### src/sv/sfr_pkg.sv
package sfr_pkg;

	localparam int LENGTH_BITS_DEF = 16;

	localparam logic [7:0] FLAG_BYTE  = 8'h7E;
	localparam logic [7:0] ESC_BYTE   = 8'h7D;
	localparam logic [7:0] ESC_MASK   = 8'h20;
	localparam logic [7:0] CTRL_SEQ0  = 8'h00;
	localparam logic [7:0] CTRL_SEQ1  = 8'h40;
	localparam logic [7:0] ADDR_RESET = 8'h03;

	localparam logic KIND_PAYLOAD = 1'b0;
	localparam logic KIND_VERDICT = 1'b1;

	localparam logic [1:0] RESP_RR0  = 2'd0;
	localparam logic [1:0] RESP_RR1  = 2'd1;
	localparam logic [1:0] RESP_REJ0 = 2'd2;
	localparam logic [1:0] RESP_REJ1 = 2'd3;

	typedef struct packed {
		logic        kind;
		logic [7:0]  payload_byte;
		logic        accepted;
		logic [1:0]  code;
		logic        sequence_bit;
		logic [15:0] length;
		logic        saturated;
	} result_t;

endpackage

### src/sv/sfr_parser.sv
module sfr_parser import sfr_pkg::*; #(
	parameter int LENGTH_BITS = LENGTH_BITS_DEF
) (
	input  logic       clk,
	input  logic       arst_n,
	input  logic       step,
	input  logic [7:0] byte_s1,
	input  logic [7:0] frame_address,
	output logic       res_valid,
	output result_t    res
);

	localparam logic [2:0] PH_HUNT = 3'd0;
	localparam logic [2:0] PH_ADDR = 3'd1;
	localparam logic [2:0] PH_CTRL = 3'd2;
	localparam logic [2:0] PH_HCHK = 3'd3;
	localparam logic [2:0] PH_DATA = 3'd4;
	localparam logic [2:0] PH_ESC  = 3'd5;

	localparam logic [LENGTH_BITS-1:0] LEN_MAX = {LENGTH_BITS{1'b1}};

	logic [2:0]             phase_q, phase_d;
	logic                   cap_seq_q, cap_seq_d;
	logic                   exp_seq_q, exp_seq_d;
	logic [7:0]             held_q, held_d;
	logic                   held_valid_q, held_valid_d;
	logic [7:0]             check_q, check_d;
	logic [LENGTH_BITS-1:0] len_q, len_d;

	logic [7:0] data_in;
	logic       take;
	logic       chk_ok;
	logic       seq_match;
	logic [7:0] hdr_check;

	assign hdr_check = frame_address ^ (cap_seq_q ? CTRL_SEQ1 : CTRL_SEQ0);
	assign chk_ok    = held_valid_q && (check_q == 8'h00);
	assign seq_match = (cap_seq_q == exp_seq_q);
	assign data_in   = (phase_q == PH_ESC) ? (byte_s1 ^ ESC_MASK) : byte_s1;

	always_comb begin
		phase_d      = phase_q;
		cap_seq_d    = cap_seq_q;
		exp_seq_d    = exp_seq_q;
		held_d       = held_q;
		held_valid_d = held_valid_q;
		check_d      = check_q;
		len_d        = len_q;
		take         = 1'b0;
		res_valid    = 1'b0;
		res          = '0;
		unique case (phase_q)
			PH_HUNT: begin
				if (byte_s1 == FLAG_BYTE) phase_d = PH_ADDR;
			end
			PH_ADDR: begin
				priority if (byte_s1 == frame_address) phase_d = PH_CTRL;
				else if (byte_s1 != FLAG_BYTE) phase_d = PH_HUNT;
				else phase_d = PH_ADDR;
			end
			PH_CTRL: begin
				priority if (byte_s1 == CTRL_SEQ0 || byte_s1 == CTRL_SEQ1) begin
					cap_seq_d = (byte_s1 == CTRL_SEQ1);
					phase_d   = PH_HCHK;
				end else if (byte_s1 == FLAG_BYTE) begin
					phase_d = PH_ADDR;
				end else begin
					phase_d = PH_HUNT;
				end
			end
			PH_HCHK: begin
				priority if (byte_s1 == hdr_check) begin
					phase_d      = PH_DATA;
					held_d       = 8'h00;
					held_valid_d = 1'b0;
					check_d      = 8'h00;
					len_d        = '0;
				end else if (byte_s1 == FLAG_BYTE) begin
					phase_d = PH_ADDR;
				end else begin
					phase_d = PH_HUNT;
				end
			end
			PH_DATA: begin
				priority if (byte_s1 == FLAG_BYTE) begin
					phase_d          = PH_ADDR;
					res_valid        = 1'b1;
					res.kind         = KIND_VERDICT;
					res.sequence_bit = cap_seq_q;
					res.length       = 16'(len_q);
					res.saturated    = (len_q == LEN_MAX);
					priority if (chk_ok && seq_match) begin
						res.accepted = 1'b1;
						res.code     = exp_seq_q ? RESP_RR0 : RESP_RR1;
						exp_seq_d    = ~exp_seq_q;
					end else if (seq_match) begin
						res.code = exp_seq_q ? RESP_REJ1 : RESP_REJ0;
					end else begin
						res.code = exp_seq_q ? RESP_RR1 : RESP_RR0;
					end
				end else if (byte_s1 == ESC_BYTE) begin
					phase_d = PH_ESC;
				end else begin
					take = 1'b1;
				end
			end
			PH_ESC: begin
				phase_d = PH_DATA;
				take    = 1'b1;
			end
			default: begin
				phase_d = PH_HUNT;
			end
		endcase
		if (take) begin
			if (held_valid_q) begin
				res_valid        = 1'b1;
				res.kind         = KIND_PAYLOAD;
				res.payload_byte = held_q;
				if (len_q != LEN_MAX) len_d = len_q + LENGTH_BITS'(1);
			end
			held_d       = data_in;
			held_valid_d = 1'b1;
			check_d      = check_q ^ data_in;
		end
	end

	always_ff @(posedge clk or negedge arst_n) begin
		if (!arst_n) begin
			phase_q      <= PH_HUNT;
			cap_seq_q    <= 1'b0;
			exp_seq_q    <= 1'b0;
			held_q       <= 8'h00;
			held_valid_q <= 1'b0;
			check_q      <= 8'h00;
			len_q        <= '0;
		end else if (step) begin
			phase_q      <= phase_d;
			cap_seq_q    <= cap_seq_d;
			exp_seq_q    <= exp_seq_d;
			held_q       <= held_d;
			held_valid_q <= held_valid_d;
			check_q      <= check_d;
			len_q        <= len_d;
		end
	end

endmodule

### src/sv/sfr_out_reg.sv
module sfr_out_reg import sfr_pkg::*; (
	input  logic    clk,
	input  logic    arst_n,
	input  logic    load,
	input  result_t res,
	input  logic    out_ready,
	output logic    out_valid,
	output result_t out_res
);

	logic    valid_q;
	result_t res_q;

	assign out_valid = valid_q;
	assign out_res   = res_q;

	always_ff @(posedge clk or negedge arst_n) begin
		if (!arst_n) begin
			valid_q <= 1'b0;
		end else if (load) begin
			valid_q <= 1'b1;
		end else if (out_ready) begin
			valid_q <= 1'b0;
		end
	end

	always_ff @(posedge clk) begin
		if (load) res_q <= res;
	end

endmodule

### src/sv/stuffed_frame_receiver_stop_and_wait_unit.sv
// Stop-and-wait receiver for byte-stuffed frames. Takes one raw line byte per
// transfer on rx_byte and can accept a byte every clock cycle unless the output
// stalls. Each byte lands in an input register, passes combinational deframing
// logic and reaches the output register, which offers its result on out_valid.
// A result waiting on out_ready holds the byte behind it and stalls the input.
// A byte yields at most one result: a destuffed payload byte (result_kind 0,
// sent one byte late since the last byte before the closing flag is the check)
// or an end-of-frame verdict (result_kind 1) with accept, RR/REJ response code,
// frame sequence bit and saturating payload length. Headers, escapes and
// repeated flags produce nothing. frame_address sits at APB byte address 0.
module stuffed_frame_receiver_stop_and_wait_unit import sfr_pkg::*; #(
	parameter int LENGTH_BITS = LENGTH_BITS_DEF
) (
	input  logic        clk,
	input  logic        arst_n,
	input  logic        psel,
	input  logic        penable,
	input  logic        pwrite,
	input  logic [2:0]  paddr,
	input  logic [31:0] pwdata,
	output logic [31:0] prdata,
	output logic        pready,
	input  logic        in_valid,
	output logic        in_ready,
	input  logic [7:0]  rx_byte,
	output logic        out_valid,
	input  logic        out_ready,
	output logic        result_kind,
	output logic [7:0]  payload_byte,
	output logic        frame_accepted,
	output logic [1:0]  response_code,
	output logic        frame_sequence,
	output logic [15:0] payload_length,
	output logic        length_saturated
);

	logic [7:0] addr_q;
	logic       valid_s1;
	logic [7:0] byte_s1;
	logic       advance;
	logic       step;
	logic       res_valid;
	result_t    res;
	result_t    out_res;

	assign pready = 1'b1;
	assign prdata = (paddr[2] == 1'b0) ? {24'h0, addr_q} : 32'h0;

	always_ff @(posedge clk or negedge arst_n) begin
		if (!arst_n) begin
			addr_q <= ADDR_RESET;
		end else if (psel && penable && pwrite && pready && paddr[2] == 1'b0) begin
			addr_q <= pwdata[7:0];
		end
	end

	assign advance  = !out_valid || out_ready;
	assign step     = valid_s1 && advance;
	assign in_ready = !valid_s1 || advance;

	always_ff @(posedge clk or negedge arst_n) begin
		if (!arst_n) begin
			valid_s1 <= 1'b0;
		end else if (in_ready) begin
			valid_s1 <= in_valid;
		end
	end

	always_ff @(posedge clk) begin
		if (in_valid && in_ready) byte_s1 <= rx_byte;
	end

	sfr_parser #(
		.LENGTH_BITS(LENGTH_BITS)
	) u_parser (
		.clk          (clk),
		.arst_n       (arst_n),
		.step         (step),
		.byte_s1      (byte_s1),
		.frame_address(addr_q),
		.res_valid    (res_valid),
		.res          (res)
	);

	sfr_out_reg u_out (
		.clk      (clk),
		.arst_n   (arst_n),
		.load     (step && res_valid),
		.res      (res),
		.out_ready(out_ready),
		.out_valid(out_valid),
		.out_res  (out_res)
	);

	assign result_kind      = out_res.kind;
	assign payload_byte     = out_res.payload_byte;
	assign frame_accepted   = out_res.accepted;
	assign response_code    = out_res.code;
	assign frame_sequence   = out_res.sequence_bit;
	assign payload_length   = out_res.length;
	assign length_saturated = out_res.saturated;

	a_ready_when_empty: assert property (@(posedge clk) disable iff (!arst_n)
		!out_valid |-> in_ready)
		else $error("input stalled with empty output register");

	a_payload_clean: assert property (@(posedge clk) disable iff (!arst_n)
		out_valid && result_kind == KIND_PAYLOAD |->
			!frame_accepted && response_code == RESP_RR0 && !frame_sequence &&
			payload_length == 16'h0 && !length_saturated)
		else $error("payload result carries verdict fields");

	a_verdict_clean: assert property (@(posedge clk) disable iff (!arst_n)
		out_valid && result_kind == KIND_VERDICT |-> payload_byte == 8'h00)
		else $error("verdict carries payload byte");

	a_accept_is_rr: assert property (@(posedge clk) disable iff (!arst_n)
		out_valid && frame_accepted |->
			(response_code == RESP_RR0 || response_code == RESP_RR1) &&
			response_code[0] != frame_sequence)
		else $error("accepted frame without RR of next sequence");

endmodule

### config.mk
export PLATFORM = sky130hd
export DESIGN_NAME = stuffed_frame_receiver_stop_and_wait_unit
export DESIGN_NICKNAME = d
export VERILOG_FILES = /design/src/sv/sfr_pkg.sv /design/src/sv/sfr_parser.sv /design/src/sv/sfr_out_reg.sv /design/src/sv/stuffed_frame_receiver_stop_and_wait_unit.sv
export SDC_FILE = /design/constraint.sdc
export NUM_CORES = 1
export LEC_CHECK = 0
export BUFFER_PORTS_ARGS = -buffer_cell sky130_fd_sc_hd__buf_2
export CAP_MARGIN = 5
export CORE_MARGIN = 2
export CORE_UTILIZATION = 54
export DETAILED_ROUTE_END_ITERATION = 6
export PLACE_DENSITY = 0.82
export SYNTH_ARGS = -nofsm -noshare
export SYNTH_HDL_FRONTEND = slang
export SYNTH_SLANG_ARGS = --single-unit
### constraint.sdc
create_clock -name clk -period 9.4 [get_ports clk]
set_clock_uncertainty 0.1 [all_clocks]
set_input_delay 1.88 -clock clk [delete_from_list [all_inputs] [get_ports clk]]
set_output_delay 1.88 -clock clk [all_outputs]
set_load 0.05 [all_outputs]
Word-level counts from Yosys, hierarchy flattened
Cells that the tools add are included.

$add $sub $neg: 1. Eq/ne operators: 16. Muxes and demuxes: 41. Bitwise gates (word level): 5. Reductions and logical operators: 25.

Operator list (number): 16-bit two-way mux (5); 8-bit two-way mux (5); 8-bit by 7-bit equality test with 1-bit output (second input constant) (3); 3-bit two-way mux (6); 9-bit two-way mux (2); 3-bit one-hot mux with 6 select lines (1); 1-bit two-way mux (17); 16-bit by 1-bit adder with 16-bit output (second input constant) (1); 16-bit equality test (second input constant) (1); 8-bit equality test (2); 8-bit logical NOT (2); 16-bit inequality test (second input constant) (1); 8-bit bitwise XOR (2); 3-bit AND reduction (3); 1-bit logical AND (8); 8-bit by 7-bit inequality test with 1-bit output (second input constant) (1); 7-bit two-way mux (1); 3-bit by 2-bit equality test with 1-bit output (second input constant) (2); 3-bit equality test (second input constant) (2); 6-bit two-way mux (1); 2-bit nonzero test (3); 2-bit two-way mux (2); 2-bit AND reduction (2); 4-bit AND reduction (1); 9 further kinds (14).

Register bits: 86. Input port bits: 50. Output and inout bits: 65.

Longest topological paths before layout
Gate-level depths: netlist (run 1).

Depth after elaboration: 8. Depth in mapped cells: 9.

Cells and area by module
Synthesis (run 1) repeated with hierarchy kept, for this count alone.

Cells, all modules: 366. Area total of the unflattened synthesis: 4255.3 sq um.

Modules (own cells, without submodules): sfr_parser (times used 1, cells an instance 266, area each 2432.3 sq um, sequential area each 950.9 sq um); sfr_out_reg (times used 1, cells an instance 33, area each 937.1 sq um, sequential area each 925.9 sq um); stuffed_frame_receiver_stop_and_wait_unit (times used 1, cells an instance 67, area each 885.8 sq um, sequential area each 467.9 sq um).

Worst setup path after synthesis (run 1)
Ideal clock, no wire load.

Path kind: input-to-output. Start: in paddr[2]. End: out prdata[0]. Data arrival time: 2569 ps. Required time: 7420 ps. Path slack: 4851 ps. Stages on the path: 1. Buffers on the path: 0. Path through: nor2b_1.

Word-level cells in the longest chain between the ends: 1.

RTL lines: from (decl) (line stuffed_frame_receiver_stop_and_wait_unit.sv:19) `input logic [2:0] paddr,`; 8-bit two-way mux (line stuffed_frame_receiver_stop_and_wait_unit.sv:47) `assign prdata = (paddr[2] == 1'b0) ? {24'h0, addr_q} : 32'h0;`; to (decl) (line stuffed_frame_receiver_stop_and_wait_unit.sv:21) `output logic [31:0] prdata,`.

No other way between the ends.

Worst setup path in the final report (run 1)
Start: in paddr[2]. End: out prdata[6].

The elaborated chain is that of the path after synthesis.

==> out/qor.txt, run 1 <==
Hold-fix buffers at CTS - 0
TritonCTS buffer count - 9
Period minus WS final - 4.41 ns
Final Util - 0.613
Setup violations, final - 0
Internal - 533 µW
Vias in the first global route - 2787
Most used DFF post-synth - dfrtp_1
Grt ovf - 0
Setup CP Type - input pin to primary output
Crit share post-route - 0.469
Sequential share of power - 0.570
Synthesized flop and latch total - 86
Detailed placement HPWL - 5690 µm
PD cells - 158 mW/mm²
PostCTS Resize Cnt - 0
Unrepaired setup endpoints after global routing - false
Critical Path Sink Type - primary output
Clock Root Buffer - clkbuf_8
WL per Instance - 15.0 µm
DRT Pass-1 Iters - 4
Sink Count - 86
ANT nets after route - 0
Clock transition at path regs - 0.08 ns
WP data required - 7.42 ns
Async S/R FF share, synth - 0.558
CTS tree - yes
Post-DP Area - 0.00454 mm²
Fin area - 0.00471 mm²
Routed WL - 8040 µm
Slew at the pin closest to its max-slew limit - 1.06 ns
Deepest clock path buffer count - 2
Post-Syn Area - 0.00427 mm²
Core area - 0.00769 mm²
Layout cells sized above 1 - 0.236
Fmax - 227 MHz
Syn avg cell area - 11.6 µm²
Sequential area share after synthesis - 0.549
Post-Route Setup TNS - 0 ns
Clk pwr share - 0.305
Post-Synthesis Cells - 369
CP Data Arrival Time - 2.43 ns
Total GRT Usage - 0.198
Critical path launch point type - input pin
Net Sw Frac - 0.286
Synth-to-Final Area Change - 10.3%
Site Rows - 32
Max-cap viol count - 0
FILL cells - 635
DR vias - 2945
Residual DRC - 0
First DRT Iteration DRCs - 220
Largest net degree at the start of global routing - 49
Yosys cell types - 57
Die X - 93.0 µm
Max FO, Critical Path - 9
Most common cell after layout, fill and taps aside - buf_2
IO buf count - 63
Placer congestion estimate - 0.932
Nets@finish - 479
Initial antenna violation count - 0
Logic pwr share - 0.125
Fin. Hold Viols - 0
Syn. warnings - 0
Later-pin clock latency in the skew report - 0.35 ns
Die height - 93.0 µm
DR vias/cell - 5.50
DIE AREA - 0.00864 mm²
Max-slew headroom - 0.291
I/O pin total - 115
Most frequent cells in the layout - buf_2 (63), dfrtp_1 (46), edfxtp_1 (38)
H-tree levels - 3
Number of synthesized flops with an enable pin - 38
Total setup buffers inserted after CTS - 0
Min-Delay Path Class - register to register
VDD IR max - 0.125 mV
P_leak - 0.00205 µW
Max-slew violations - 0
Status - complete, no violations
Net Switching - 214 µW
First-pass GRT wire length - 13400 µm
Starting Density - 0.556
Antenna cells - 0
[logic make-up after synthesis]
family | share of synthesized area
AOI/OAI and AO/OA | 0.0881
xor gates and xnor gates | 0.0416
adders and majority gates | 0.00293
buffers and inverters | 0.0688
DFF | 0.549
muxes | 0.0398
other | 0.00176
and+or+nand+nor | 0.208
[per-stage QoR]
stage               power [µW]  hold WS [ns]  worst slack, ns  std cells
global route               775         0.380             4.93        535
floorplan                  511         0.336             4.85        392
CTS                        751         0.370             4.98        535
finish                     747         0.370             4.99        535
global placement           522         0.354             5.02        519
detailed placement         526         0.359             4.99        519
[layout make-up]
class / count / area [µm²] / area share
clock inverter: 6 / 45.0 / 0.00955
sequential: 86 / 2340 / 0.497
multi-input combinational: 263 / 1720 / 0.366
timing repair buffer: 66 / 338 / 0.0717
inverter: 2 / 7.51 / 0.00159
tap: 102 / 128 / 0.0271
clock buffer: 10 / 128 / 0.0271
[synth_stat cells, types with 8 or more instances]
library cell	instances	area, µm²
nor2b_1	10	62.6
and2_1	26	163
a211o_1	9	78.8
edfxtp_1	38	1140
nor3_1	10	50.1
nor4_1	8	50.1
nand3_1	12	60.1
nor2_1	12	45.0
mux2i_1	8	80.1
a22o_1	10	87.6
xnor2_1	9	78.8
nand2_1	31	116
mux2_2	8	90.1
buf_4	26	195
dfrtp_1	46	1150
and3_1	8	50.1
[final timing paths]
check,cells after the start,start,slack [ns],endpoint
hold / removal,1,u_parser.check_q[3],0.37,u_parser.check_q[3]
max in group asynchronous,1,arst_n,6.93,u_parser.len_q[0]
setup / recovery,3,paddr[2],4.99,prdata[6]
setup reg to reg,7,byte_s1[5],6.37,u_out.out_res[17]
min in group asynchronous,1,arst_n,1.62,u_out.out_valid
hold reg to reg,1,u_parser.check_q[3],0.37,u_parser.check_q[3]
[registers in the layout (all words and copies together), names as in the netlist]
name and count:
u_parser.check_q 8, u_parser.cap_seq_q 1, addr_q 8, u_parser.held_valid_q 1, valid_s1 1, u_out.out_valid 1, u_parser.phase_q 3, byte_s1 8
u_parser.len_q 16, u_parser.exp_seq_q 1, u_parser.held_q 8, u_out.out_res 30
[metal layers]
metal	up-vias	wire length, µm	GRT usage	part of all wire
li1	1413	-	-	-
met1	1410	3520	0.270	0.44
met2	109	3900	0.314	0.49
met3	13	503	0.0456	0.063
met4	0	109	0.0699	0.014
met5	-	0	0	0
[power groups by stage]
stage	clock network, µW	logic [µW]	registers, µW
3_5_place_dp	0	93.3	433
3_3_place_gp	0	90.5	432
4_1_cts	232	93.6	426
6_report	228	93.1	426
2_1_floorplan	0	89.6	422
5_1_grt	247	99.6	428
[critical path: stages]
cell and delay [ns]:
buf_2 0.15, nor2b_1 0.13, buf_2 0.27
Power figures use the tool's default switching activity.
==> run 2: changes to the inputs <==
--- a/config.mk
+++ b/config.mk
@@ -8,9 +8,9 @@
 export BUFFER_PORTS_ARGS = -buffer_cell sky130_fd_sc_hd__buf_2
 export CAP_MARGIN = 5
 export CORE_MARGIN = 2
-export CORE_UTILIZATION = 54
+export CORE_UTILIZATION = 53
 export DETAILED_ROUTE_END_ITERATION = 6
-export PLACE_DENSITY = 0.82
+export PLACE_DENSITY = 0.8
 export SYNTH_ARGS = -nofsm -noshare
 export SYNTH_HDL_FRONTEND = slang
 export SYNTH_SLANG_ARGS = --single-unit
==> constraint.sdc (replaced) <==
create_clock -name clk -period 4.5 [get_ports clk]
set_clock_uncertainty 0.1 [all_clocks]
set_input_delay 0.9 -clock clk [delete_from_list [all_inputs] [get_ports clk]]
set_output_delay 0.9 -clock clk [all_outputs]
set_load 0.05 [all_outputs]
==> run 2 against run 1 <==
Compared with the run above:
- design area is 1.8% higher
- final cell count is 0.19% higher
- sequential cell count stayed put
- first-iteration DRC count is 9.1% higher
- total power is 130% higher
- via count is 0.51% higher
- setup slack worse by 3.8 ns
- combinational power is 110% higher
- critical path depth is 4 higher
- utilization is 0.45 points higher
- largest power group unchanged
- sequential power is 110% higher
- die area is 1.8% higher
==> out/qor.txt, run 2 (synthesis results as in run 1) <==
Status - complete, no violations (unchanged)
H-tree levels - 3 (unchanged)
Clock transition at path regs - 0.09 ns (was 0.08 ns)
DR vias/cell - 5.52 (was 5.50)
Initial antenna violation count - 0 (unchanged)
Final Util - 0.618 (was 0.613)
Max reg flops - 30 (unchanged)
Later-pin clock latency in the skew report - 0.36 ns (was 0.35 ns)
Post-Route Setup TNS - 0 ns (unchanged)
Site Rows - 32 (unchanged)
Unrepaired setup endpoints after global routing - false (unchanged)
Setup CP Type - register to register (was input pin to primary output)
Min-Delay Path Class - register to register (unchanged)
DR WL met2 - 3740 µm (was 3900 µm)
PostCTS Resize Cnt - 0 (unchanged)
Net Sw Frac - 0.256 (was 0.286)
Routed WL - 8040 µm (about the same)
P_leak - 0.00210 µW (was 0.00205 µW)
VDD IR max - 0.241 mV (was 0.125 mV)
IO buf count - 63 (unchanged)
Largest net degree at the start of global routing - 49 (unchanged)
CP Depth - 7 (was 3)
I/O pin total - 115 (unchanged)
Sequential share of power - 0.510 (was 0.570)
Layout cells sized above 1 - 0.237 (was 0.236)
Synth-to-Final Area Change - 12.3% (was 10.3%)
Max-cap viol count - 0 (unchanged)
Placed cell count - 520 (was 519)
CP Data Arrival Time - 3.29 ns (was 2.43 ns)
CP Buf/Inv Count - 2 (unchanged)
Residual DRC - 0 (unchanged)
Total setup buffers inserted after CTS - 0 (unchanged)
ANT nets after route - 0 (unchanged)
DR vias - 2960 (was 2945)
First DRT Iteration DRCs - 240 (was 220)
Hold-fix buffers at CTS - 0 (unchanged)
WL per Instance - 15.0 µm (about the same)
Most frequent cells in the layout - buf_2 (63), dfrtp_1 (46), edfxtp_1 (38) (unchanged)
CP cell instances - nand4_2 -> or3_1 -> or3_1 -> inv_2 -> nor2_1 -> nor2_2 -> buf_4 (was buf_2 -> nor2b_1 -> buf_2)
DRT Pass-1 Iters - 4 (unchanged)
Biggest cell delay along the critical path - 0.54 ns (was 0.27 ns)
Setup violations, final - 0 (unchanged)
CTS tree - yes (unchanged)
Crit share post-route - 0.744
Critical path launch point type - register (was input pin)
Antenna cells - 0 (unchanged)
Max FO, Critical Path - 19 (was 9)
Starting Density - 0.550 (was 0.556)
Fmax - 299 MHz
CP most frequent cell - or3_1 (was buf_2)
Clock Root Buffer - clkbuf_8 (unchanged)
Fin. Hold Viols - 0 (unchanged)
Deepest clock path buffer count - 2 (unchanged)
R2R cell count - 7 (unchanged)
Detail Route met3 WL - 509 µm (was 503 µm)
Detailed placement HPWL - 5660 µm (was 5690 µm)
Most common cell after layout, fill and taps aside - buf_2 (unchanged)
Hold Slack - 0.380 ns (was 0.370 ns)
Total GRT Usage - 0.198 (about the same)
Clk pwr share - 0.378 (was 0.305)
Die X - 93.8 µm (was 93.0 µm)
First-pass GRT wire length - 13500 µm (was 13400 µm)
CP top delay family - simple AND/OR/NAND/NOR gates (was buffers and inverters)
TritonCTS buffer count - 9 (unchanged)
Sink Count - 86 (unchanged)
Critical Path Sink Type - register (was primary output)
WP data required - 4.44 ns (was 7.42 ns)
DIE AREA - 0.00880 mm² (was 0.00864 mm²)
Nets@finish - 480 (was 479)
Net Switching - 446 µW (was 214 µW)
Non-Filler Instances - 536 (was 535)
Logic pwr share - 0.112 (was 0.125)
Internal - 1300 µW (was 533 µW)
Max-slew violations - 0 (unchanged)
PD cells - 363 mW/mm² (was 158 mW/mm²)
Die height - 93.8 µm (was 93.0 µm)
Core area - 0.00777 mm² (was 0.00769 mm²)
Max-slew headroom - 0.587 (was 0.291)
WHS Path Cells - 1 (unchanged)
Slew at the pin closest to its max-slew limit - 0.614 ns (was 1.06 ns)
Wl on met1 - 3650 µm (was 3520 µm)
Placer congestion estimate - 0.923 (was 0.932)
Top routing layer used - met4 (unchanged)
Period minus WS final - 3.35 ns
Worst path slowest cell - edfxtp_1 (was buf_2)
Grt ovf - 0 (unchanged)
Vias in the first global route - 2735 (was 2787)
==> run 2: layout make-up <==
type / instances / area, µm²
clock buffer: 11 / 141
multi-input combinational: 263 / 1720
inverter: 2 / 7.51
sequential: 86 / 2340
fill: 645 / 2970
tap: 102 / 128
clock inverter: 5 / 108
timing repair buffer: 67 / 345
==> run 2: worst paths after layout <==
kind / end / startpoint / slack [ns]
hold / removal: u_parser.check_q[6] / u_parser.check_q[6] / 0.38
max in group asynchronous: u_parser.held_q[6] / arst_n / 3.36
hold reg to reg: u_parser.check_q[6] / u_parser.check_q[6] / 0.38
setup reg to reg: u_out.out_res[2] / byte_s1[5] / 1.15
setup / recovery: u_out.out_res[2] / byte_s1[5] / 1.15
min in group asynchronous: u_parser.len_q[10] / arst_n / 0.52
==> run 2: layer usage <==
layer | track usage | vias up
li1 | - | 1409
met1 | 0.279 | 1415
met2 | 0.299 | 124
met3 | 0.0393 | 12
met4 | 0.0894 | 0
met5 | 0 | -
==> run 2: through the flow <==
stage | area, µm² | setup WS, ns | total power, µW
finish | 4800 | 1.15 | 1740
global placement | 4550 | 1.24 | 1090
floorplan | 4360 | 1.02 | 1070
detailed placement | 4550 | 1.16 | 1100
CTS | 4800 | 1.14 | 1750
global route | 4800 | 0.917 | 1800
==> run 2: power groups by stage <==
| stage | clock network, µW | logic, µW | registers [µW] |
|---|---|---|---|
| 2_1_floorplan | 0 | 187 | 881 |
| 3_3_place_gp | 0 | 190 | 902 |
| 3_5_place_dp | 0 | 194 | 905 |
| 4_1_cts | 666 | 195 | 888 |
| 5_1_grt | 704 | 207 | 894 |
| 6_report | 659 | 194 | 889 |
